<file path="config.mk">
export PLATFORM = sky130hd
export DESIGN_NAME = aopb_div_lane
export DESIGN_NICKNAME = d
export VERILOG_FILES = /design/src/rtl/core/aopb_pkg.sv /design/src/rtl/core/aopb_div_lane.sv
export SDC_FILE = /design/constraint.sdc
export NUM_CORES = 1
export LEC_CHECK = 0
export BUFFER_PORTS_ARGS = -buffer_cell sky130_fd_sc_hd__buf_2
export CAP_MARGIN = 20
export CORE_MARGIN = 1
export CORE_UTILIZATION = 58
export DETAILED_ROUTE_END_ITERATION = 7
export PLACE_DENSITY_LB_ADDON = 0.3
export SLEW_MARGIN = 20
export SYNTH_ARGS = -nofsm -noshare
export SYNTH_HDL_FRONTEND = slang
export SYNTH_SLANG_ARGS = --single-unit
</file>
<file path="constraint.sdc">
create_clock -name clock -period 4.2 [get_ports clock]
set_input_delay 0.84 -clock clock [delete_from_list [all_inputs] [get_ports clock]]
set_output_delay 0.84 -clock clock [all_outputs]
set_load 0.1 [all_outputs]
</file>
<file path="src/rtl/core/aopb_pkg.sv">
`timescale 1ns / 1ps
`default_nettype none
// ----------------------------------------------------------------------------
// aopb_pkg
// Shared types and constants of the source-over pixel blend pipeline.
// ----------------------------------------------------------------------------
package aopb_pkg;

   localparam int unsigned PixW     = 8;                // one channel
   localparam int unsigned QuoW     = PixW;             // divider quotient bits
   localparam int unsigned CovW     = 2 * PixW;         // coverage * alpha
   localparam int unsigned ScaleW   = 3 * PixW;         // values scaled by 255^3
   localparam int unsigned NumW     = 4 * PixW;         // color numerators
   localparam int unsigned Chan     = 3;                // red, green, blue
   localparam int unsigned OneScale = 255;
   localparam int unsigned OneSq    = 65025;

   // opacity = floor((2A + 255^2) * OpaRecip / 2^OpaShift), exact for 2A + 255^2 < 2^25
   localparam int unsigned OpaW      = ScaleW + 2;      // 2A + 255^2
   localparam int unsigned OpaShift  = 42;
   localparam int unsigned OpaRecip  = 33818121;        // ceil(2^42 / (2 * 255^2))
   localparam int unsigned OpaRecipW = 26;

   typedef struct packed {
      logic [PixW-1:0] fg_red;
      logic [PixW-1:0] fg_green;
      logic [PixW-1:0] fg_blue;
      logic [PixW-1:0] fg_opacity;
      logic [PixW-1:0] bg_red;
      logic [PixW-1:0] bg_green;
      logic [PixW-1:0] bg_blue;
      logic [PixW-1:0] bg_opacity;
      logic [PixW-1:0] coverage;
   } req_type;

   typedef struct packed {
      logic [PixW-1:0] out_red;
      logic [PixW-1:0] out_green;
      logic [PixW-1:0] out_blue;
      logic [PixW-1:0] out_opacity;
   } rsp_type;

endpackage
`default_nettype wire

</file>
<file path="src/rtl/core/aopb_div_lane.sv">
`timescale 1ns / 1ps
`default_nettype none
// ----------------------------------------------------------------------------
// aopb_div_lane
// Pipelined restoring divider, one quotient bit per stage:
// quo = floor((2*num + den) / (2*den)), i.e. num/den rounded half up.
// ----------------------------------------------------------------------------
module aopb_div_lane (
   input  wire logic                        clock,
   input  wire logic                        enable,
   input  wire logic [aopb_pkg::NumW-1:0]   num,
   input  wire logic [aopb_pkg::ScaleW-1:0] den,
   output logic      [aopb_pkg::QuoW-1:0]   quo
);

   localparam int unsigned Steps = aopb_pkg::QuoW;
   localparam int unsigned RemW  = aopb_pkg::NumW + 2;
   localparam int unsigned DivW  = aopb_pkg::ScaleW + 1;

   logic [RemW-1:0]  rem_ff [0:Steps-1];
   logic [DivW-1:0]  div_ff [0:Steps-1];
   logic [Steps-1:0] quo_ff [0:Steps];

   // form the rounding numerator and doubled divisor
   always_ff @(posedge clock) begin
      if (enable) begin
         rem_ff[0] <= (RemW'(num) << 1) + RemW'(den);
         div_ff[0] <= {den, 1'b0};
         quo_ff[0] <= '0;
      end
   end

   for (genvar k = 0; k < Steps; k++) begin : g_step
      localparam int unsigned Bit = Steps - 1 - k;

      logic [RemW-1:0]  shifted;
      logic             take;
      logic [Steps-1:0] quo_in;

      always_comb begin
         shifted     = RemW'(div_ff[k]) << Bit;
         take        = (rem_ff[k] >= shifted);
         quo_in      = quo_ff[k];
         quo_in[Bit] = take;
      end

      always_ff @(posedge clock) begin
         if (enable) begin
            quo_ff[k+1] <= quo_in;
         end
      end

      if (k < Steps - 1) begin : g_carry
         logic [RemW-1:0] rem_in;

         assign rem_in = take ? (rem_ff[k] - shifted) : rem_ff[k];

         always_ff @(posedge clock) begin
            if (enable) begin
               rem_ff[k+1] <= rem_in;
               div_ff[k+1] <= div_ff[k];
            end
         end
      end
   end

   assign quo = quo_ff[Steps];

endmodule
`default_nettype wire

</file>
== Word level (Yosys, flattened, before mapping) ==
Memory sizes are Yosys's and may differ from the RTL's.
Cells that the tools add are included.

* Register bits after elaboration: 0
* Latch bits: 0
* Memory bits (writable): 544
* ROM bits: 0
* Input port bits: 58
* Output and inout port bits: 8
* Word-level logic and storage cells: 28
* Memories kept: 3

{| class="wikitable"
|+ Memory list
! memory !! depth !! bits a word !! read ports !! clocked after Yosys merged registers in !! wr ports !! RTL line !! RTL
|-
| rem_ff || 8 || 34 || 8 || 0 || 8 || aopb_div_lane.sv:20 || <nowiki>logic [RemW-1:0] rem_ff [0:Steps-1];</nowiki>
|-
| div_ff || 8 || 25 || 8 || 0 || 8 || aopb_div_lane.sv:21 || <nowiki>logic [DivW-1:0] div_ff [0:Steps-1];</nowiki>
|-
| quo_ff || 9 || 8 || 9 || 0 || 9 || aopb_div_lane.sv:22 || <nowiki>logic [Steps-1:0] quo_ff [0:Steps];</nowiki>
|}

* $add $sub $neg: 8
* Multiply operators: 0
* Divide/modulo/power cells: 0
* Order comparisons: 8
* Equal/unequal tests: 0
* Shift-type cells: 0
* Multiplexer cells: 9
* Bitwise logic cells: 0
* Reduce and logical (&&, ||, !) cells: 0

{| class="wikitable"
|+ Operators with widths
! operator !! number
|-
| $mux 34 || 7
|-
| $add 33x24->34 || 1
|-
| $ge 34x25->1 || 1
|-
| $ge 34x26->1 || 1
|-
| $ge 34x27->1 || 1
|-
| $ge 34x28->1 || 1
|-
| $ge 34x29->1 || 1
|-
| $ge 34x30->1 || 1
|-
| $ge 34x31->1 || 1
|-
| $ge 34x32->1 || 1
|-
| $sub 34x26->34 || 1
|-
| $sub 34x27->34 || 1
|-
| $sub 34x28->34 || 1
|-
| $sub 34x29->34 || 1
|-
| $sub 34x30->34 || 1
|-
| $sub 34x31->34 || 1
|-
| $sub 34x32->34 || 1
|-
| $mux 1 || 2
|}

== Longest topological paths before layout ==
Gate-level depths: netlist (run 1).
An unclocked memory read counts as a cell.

* Word-level depth: 3
* Mapped depth: 15
* Gate-level depth less buffers: 13

== Worst setup path after synthesis (run 1) ==
OpenSTA, ideal clock, no wires.

* Path kind: input to register
* From: input port num[0] in the netlist's numbering
* To: memory rem_ff[0][33] in the netlist's numbering, data pin
* Setup time: 256 ps
* Arrival: 2,979 ps
* Data required time: 3,944 ps
* Path slack: 966 ps
* Stages on the path: 10
* Path buffers: 0
* Path through: ha_1 > fa_1 > a21o_1 > a21oi_1 > nand2b_1 > a221o_1 > a211oi_1 > o31a_1 > o211a_1 > and4_1

{| class="wikitable"
|+ RTL lines
! item !! RTL line !! RTL
|-
| start, declared || aopb_div_lane.sv:11 || <nowiki>input wire logic [aopb_pkg::NumW-1:0] num,</nowiki>
|-
| end, declared || aopb_div_lane.sv:20 ||
|}

==> results of run 1 <==
## worst max path at each step
stage / endpoint / slack, ps / cells after the start
final: rem_ff[1][123] / 530 / 12
after detailed placement: rem_ff[0][33] / 530 / 11
after global placement: rem_ff[0][33] / 590 / 11
after CTS: rem_ff[1][113] / 580 / 12
after global routing: rem_ff[0][58] / 410 / 14
after floorplan: rem_ff[0][33] / 970 / 10
## cell type report
type,instances,share of cell area
tap,615,0.02469
inverter,239,0.02878
multi-input combinational,1772,0.3990
timing repair buffer,97,0.02087
clock buffer,62,0.04364
sequential,492,0.4740
clock inverter,33,0.009032
## synth_stat cells (7+ instances only)
library cell	instances	share of area
fa_1	8	0.0057
nand3_1	37	0.0065
edfxtp_1	492	0.52
a21o_1	103	0.027
and2_1	13	0.0029
nand4_1	27	0.0060
o21a_1	32	0.0085
buf_2	19	0.0034
a31oi_1	14	0.0031
or2_2	7	0.0015
nand2b_1	26	0.0057
nor3_1	33	0.0058
xor2_1	93	0.029
a21boi_0	7	0.0019
mux2_1	11	0.0044
nand2_1	221	0.029
nor2b_1	34	0.0075
clkbuf_1	36	0.0048
or4_1	15	0.0040
nor3b_1	8	0.0021
o211ai_1	10	0.0026
o21bai_1	21	0.0056
ha_1	214	0.094
mux2_2	13	0.0052
o21ai_1	9	0.0016
o31ai_1	17	0.0045
nor2_1	129	0.017
a211o_1	8	0.0025
a211oi_1	19	0.0050
o21ai_0	178	0.031
inv_1	237	0.031
xnor2_1	108	0.033
nor4_1	16	0.0035
or3_1	12	0.0026
and3_1	22	0.0049
a21oi_1	204	0.036
## logic make-up (layout without fill, tap and decap cells)
kind of cell / after synthesis / in the layout / share of synthesized area
AO/OA/AOI/OAI: 695 / 695 / 0.1572
AND/OR/NAND/NOR: 628 / 628 / 0.1081
flip-flops: 492 / 492 / 0.5213
buffers and inverters: 297 / 431 / 0.04084
adder cells (fa/ha/maj): 222 / 222 / 0.1001
XOR/XNOR: 201 / 201 / 0.06212
multiplexers: 26 / 26 / 0.01024
## per-layer routing
| layer | part of all wire | up-vias |
|---|---|---|
| met5 | 0 | - |
| met4 | 0.051 | 0 |
| met3 | 0.031 | 166 |
| met2 | 0.52 | 471 |
| met1 | 0.40 | 8980 |
| li1 | - | 9571 |
## sequential cells by signal (all words and copies together) (netlist names)
| name | flops |
|---|---|
| div_ff | 184 |
| quo_ff | 36 |
| rem_ff | 272 |
## power by group through the flow
stage          Combinational, mW  Sequential (mW)  Clock, mW
5_1_grt                     8.59             7.80       4.66
4_1_cts                     7.68             7.68       4.49
2_1_floorplan               5.94             7.52          0
3_3_place_gp                7.42             7.73          0
3_5_place_dp                7.62             7.77          0
6_report                    7.74             7.69       4.39
## metrics by stage
stage | cells | utilization | total power, mW
floorplan | 2561 | - | 13.45
detailed placement | 3215 | 0.6158 | 15.38
global placement | 3215 | 0.6158 | 15.15
CTS | 3310 | 0.6501 | 19.84
finish | 3310 | 0.6501 | 19.82
global route | 3310 | 0.6501 | 21.05
==> impl_results.md, run 1 <==
* DP Wirelength at 43540 um
* DRT iter0 DRCs at around 1400
* Max_cap viols at 0
* Total Routing Usage GR at 0.2310
* Mapped cell area at between 0.02 and 0.03 mm2
* Ys flop type: edfxtp_1
* Starting Density at 0.5910
* GPL Wtd Cong at slightly above 0.9
* CP required at 4530 ps
* Die width at 223.0 um
* First-pass GRT wire length at 92810 um
* Rel. slew slack at 0.3180
* Routed length per instance at approximately 17 um
* Port Buffers at 65
* TritonCTS clock tree: built
* Worst Skew at 18.14 ps
* Hold Crit Start: quo_ff[0][51]
* Overflow after GRT at 0
* Grt met1 use at 0.2535
* FMAX at 272.7 MHz
* Critical Path End Type: register
* Mapped Cells at between 2000 and 3000
* Post-CTS Setup Bufs at 0
* Number of enable flip-flop cells after synthesis at 492
* Vias/cell at 5.797
* Hold bufs inserted after CTS at 0
* Pin count of the biggest net entering global routing at 99
* Worst R2R End: rem_ff[1][123]
* PnR worst setup slack at 532.6 ps
* WHS Endpoint: quo_ff[0][59]
* Crit Reg-Reg Startpoint: rem_ff[1][70]
* Final Hold Viols at 0
* Multi-input gate area at ~0.012 mm2
* Layout fillers at roughly 3500
* Hold WS at 417.6 ps
* Post-synthesis register bit count at 492
* Combinational share of power at 0.391
* Most Crowded Layer GR: met2
* Reg2Reg Setup Slack at 530 ps
* Critical Path, Cell by Cell: inv_1 > ha_1 > inv_1 > fa_1 > a21o_1 > a221oi_2 > a21oi_2 > a211oi_2 > o21ai_2 > a21o_1 > buf_4 > mux2_1
* Clock root buffer: clkbuf_16
* RSZ-0062 raised after global routing: no
* Worst hold path type: reg -> reg
* Dpl ws at around 530 ps
* Critical path buffer and inverter count at 3
* Most frequent cells in the layout: 492 x edfxtp_1, 237 x inv_1, 221 x nand2_1
* Drt pass-1 iters at 6
* Min Clock Period, post-route at ~3700 ps
* Via count at 19188
* Worst hold stages at 0
* Seq/Total Area, Yosys at 0.5213
* Power Density at roughly 640 mW/mm2
* Status: finished clean
* Fin crit share at 0.8732
* Critical path arrival at ~4000 ps
* Core area at between 0.04 and 0.05 mm2
* Reg2reg path depth at 12
* Peak supply drop at 0.3451 mV
* Worst path max stage delay at 400 ps
* Antenna Nets Post-Route at 0
* FP Rows at 80
* Gates resized, CTS repair at 0
* Register area at 0.01477 mm2
* DRC violations left at 0
* Clk pwr share at 0.221
* CP max-delay cell: fa_1
* Commonest non-fill, non-tap cell in the layout: edfxtp_1
* Met2 usage at 0.4342
* Crit path max fanout at 35
* Clock Pin Slew Worst Setup and Hold Paths at approximately 60 ps
* # diodes at 0
* Internal power at 12.88 mW
* Pleak at 12.66 nW
* CTS sink count at 492
* Switch share at 0.3498
* Startpoint Class: register
* Final setup fails at 0
* CP delay by family, top: compound AO/OA/AOI/OAI gates
* Clock latency on the worst-skew pair at 610 ps
* Die Y at 223.0 um
* Global Route met3 Usage at 0.02779
* DIE AREA at just under 0.05 mm2
* Vias in the first global route at 19352
* IO Pins at 66
* Post-synth ARST share at 0
* Crit path launch: rem_ff[1][70]
* Antenna violations before repair at 0
* Syn Nets at roughly 2800
* Worst-margin pin slew at roughly 1000 ps
* Final wirelength at 56770 um
* CTS max path bufs at 3
* Fraction of layout cells with a size suffix above 1 at 0.08275
* Final Slew Violations at 0
* Cell area after layout at 0.03117 mm2
* Syn Area/Cell at 11.07 um2
* Flop pwr share at 0.388
* Area post-placement at around 0.03 mm2
* Unique cell type count in the Yosys netlist at 86
* NetSw at roughly 6.9 mW
* Worst Path Class, Setup: reg -> reg
* CTS H-tree depth at 2
* Layout area overhead at 9.987%
* Yosys warning count at 0
* Number of CTS-inserted buffers at 52
* Setup TNS at 0 ps
* Nets@finish at 2934
No activity file was read; power rests on OpenSTA's default activity.
==> run 2, diff against run 1 <==
- ABC_AREA: unset -> 1
==> impl_results.md, run 2 <==
* FMAX at 336.7 MHz (+23%)
* Clock root buffer: clkbuf_16
* Die Y at 246.9 um (+11%)
* Setup TNS at 0 ps (unchanged)
* Pin count of the biggest net entering global routing at 88 (-11%)
* CP delay by family, top: simple AND/OR/NAND/NOR gates
* Antenna Nets Post-Route at 0 (unchanged)
* DRC violations left at 0 (unchanged)
* Total Routing Usage GR at 0.3299 (+0.09882)
* Nets@finish at 5101 (+74%)
* Dominant cells by area after synthesis: edfxtp_1 42%, nand2_1 21%, inv_1 10%, ha_1 7.7%, nand3_1 3.4%
* Max_cap viols at 0 (unchanged)
* Mapped Cells at 4719 (+84%)
* Max FFs per register at 272 (unchanged)
* Core area at 0.05913 mm2 (+23%)
* Worst Skew at 31.86 ps (+13.73 ps)
* DP Wirelength at 80880 um (+86%)
* Synth top area share at 0.4246 (-0.09675)
* Overflow after GRT at 0 (unchanged)
* Post-CTS Setup Bufs at 0 (unchanged)
* Number of CTS-inserted buffers at 53 (+1.9%)
* Final wirelength at 98890 um (+74%)
* Layout fillers at 5269 (+49%)
* Syn Nets at 4999 (+76%)
* IO Pins at 66 (unchanged)
* Worst hold path type: in -> reg
* Rel. slew slack at 0.4450 (+0.1270)
* TritonCTS clock tree: built
* Vias in the first global route at 28560 (+48%)
* Fin crit share at 0.7071 (-0.1661)
* Ys flop type: edfxtp_1
* Via count at 29500 (+54%)
* Critical path's most frequent cell: nand2_1
* Crit Reg-Reg Startpoint: rem_ff[0][8]
* Clock latency on the worst-skew pair at 640 ps (+30 ps)
* Top-count cell post-synth: nand2_1
* Fraction of layout cells with a size suffix above 1 at 0.05428 (-0.02847)
* DIE AREA at 0.06098 mm2 (+23%)
* Die width at 246.9 um (+11%)
* CP required at 4660 ps (+130 ps)
* Antenna violations before repair at 1 (+1)
* Most frequent cells in the layout: 1906 x nand2_1, 945 x inv_1, 492 x edfxtp_1
* CTS H-tree depth at 2 (unchanged)
* Startpoint Class: register
* Crit path launch: rem_ff[0][8]
* Drt pass-1 iters at 7 (+1)
* Final Hold Viols at 0 (unchanged)
* Post-synthesis register bit count at 492 (unchanged)
* Peak supply drop at 0.3592 mV (+4.1%)
* Most frequent cells after synthesis: 1906 x nand2_1, 945 x inv_1, 492 x edfxtp_1
* Final setup fails at 0 (unchanged)
* Min Clock Period, post-route at 2970 ps (-697.8 ps)
* Tot Pwr at 22.59 mW (+14%)
* FP Rows at 89 (+11%)
* Commonest non-fill, non-tap cell in the layout: nand2_1
* Yosys warning count at 0 (unchanged)
* Syn Area/Cell at 7.374 um2 (-33%)
* Critical Path, Cell by Cell: inv_1 > ha_1 > inv_1 > fa_1 > nand2_1 > nand3_2 > nand2_1 > nand2_1 > nand2_1 > nand3_4 > inv_2 > nand2_1 > nand2_1
* CTS sink count at 492 (unchanged)
* Post-synth ARST share at 0 (unchanged)
* CTS max path bufs at 3 (unchanged)
* First-pass GRT wire length at 153300 um (+65%)
* Starting Density at 0.5885 (-0.002590)
* Worst-margin pin slew at 830.5 ps (-190.9 ps)
* Layout area overhead at 8.389%
* Mapped cell area at 0.03480 mm2 (+23%)
* Hold bufs inserted after CTS at 0 (unchanged)
* Critical path buffer and inverter count at 3 (unchanged)
* Port Buffers at 65 (unchanged)
* Largest area contributor in the netlist: edfxtp_1
* Biggest register: rem_ff
* Hold Crit Start: den[0]
* Status: finished clean
* Biggest regs: rem_ff (272), div_ff (184), quo_ff (36)
* CP max-delay cell: inv_2
* Worst path max stage delay at 540 ps (+140 ps)
* Vias/cell at 5.232 (-9.7%)
* Pleak at 19.52 nW (+54%)
* Worst Path Class, Setup: reg -> reg
* Final Slew Violations at 0 (unchanged)
* Critical path arrival at 3430 ps (-570 ps)
* RSZ-0062 raised after global routing: no
* Clock Pin Slew Worst Setup and Hold Paths at 60 ps (about the same)
* Routed length per instance at 17.54 um (+2.3%)
* Power Density at 599.1 mW/mm2 (-5.8%)
* Gates resized, CTS repair at 0 (unchanged)
* Critical Path End Type: register
* GPL Wtd Cong at 0.9927 (+8.0%)
* DRT iter0 DRCs at 2245 (+64%)
* Crit path max fanout at 27 (-23%)
* Number of enable flip-flop cells after synthesis at 492 (unchanged)
* Seq/Total Area, Yosys at 0.4246 (-0.09675)
* Unique cell type count in the Yosys netlist at 42 (-51%)
==> run 2: stage by stage <==
step / setup slack (ps) / instances / hold slack (ps) / instance area [um2] / utilization
floorplan: 1761 / 4719 / 400.3 / 34800 / -
global placement: 1308 / 5539 / 400.6 / 35940 / 0.6078
detailed placement: 1299 / 5539 / 405.4 / 35940 / 0.6078
CTS: 1265 / 5637 / 370.5 / 37710 / 0.6378
global route: 1017 / 5637 / 375.2 / 37710 / 0.6378
finish: 1230 / 5638 / 397.7 / 37710 / 0.6378
==> run 2: kinds of logic after synthesis <==
logic type | share of synthesized area
and+or+nand+nor | 0.3123
buffers and inverters | 0.1131
DFF | 0.4246
AOI/OAI and AO/OA | 0.03923
adders and majority gates | 0.08155
xor gates and xnor gates | 0.02920
==> run 2: path summary, 6_finish.rpt <==
path | to | slack [ps] | depth (start not counted)
worst min register to register | quo_ff[0][45] | 420 | 0
worst max register to register | rem_ff[0][58] | 1230 | 13
worst max-delay path | rem_ff[0][58] | 1230 | 13
worst min-delay path | rem_ff[0][0] | 400 | 1
==> run 2: final cells by class <==
cell class	instances	area, um2	share of cell area
flip-flops and latches	492	14770	0.3917
diodes	1	2.502	0.00006635
inverters	960	3608	0.09568
clock buffers	62	1360	0.03606
clock inverters	36	414.1	0.01098
multi-input cells	3234	16090	0.4266
well taps	773	967.2	0.02564
repair buffers	80	498.0	0.01320
==> run 2: worst reg2reg max path: cells and delay by family, from the launching register on <==
family	cells	cell delay, ps
fa+ha+maj	2	580
buf+inv	3	740
simple gates	8	1140
flops	1	370
==> run 2: power by group <==
group	internal, mW	total (mW)	switching, mW
Sequential	6.89	7.69	0.798
Clock	2.77	4.80	2.04
Combinational	3.34	10.1	6.76
Total	13.0	22.6	9.59
==> run 2: per-layer routing <==
layer,up-vias,wire length (um),global-route usage
li1,14937,-,-
met1,13300,37020,0.3609
met2,957,50210,0.6066
met3,306,5062,0.03983
met4,0,6600,0.1992
met5,-,0,0
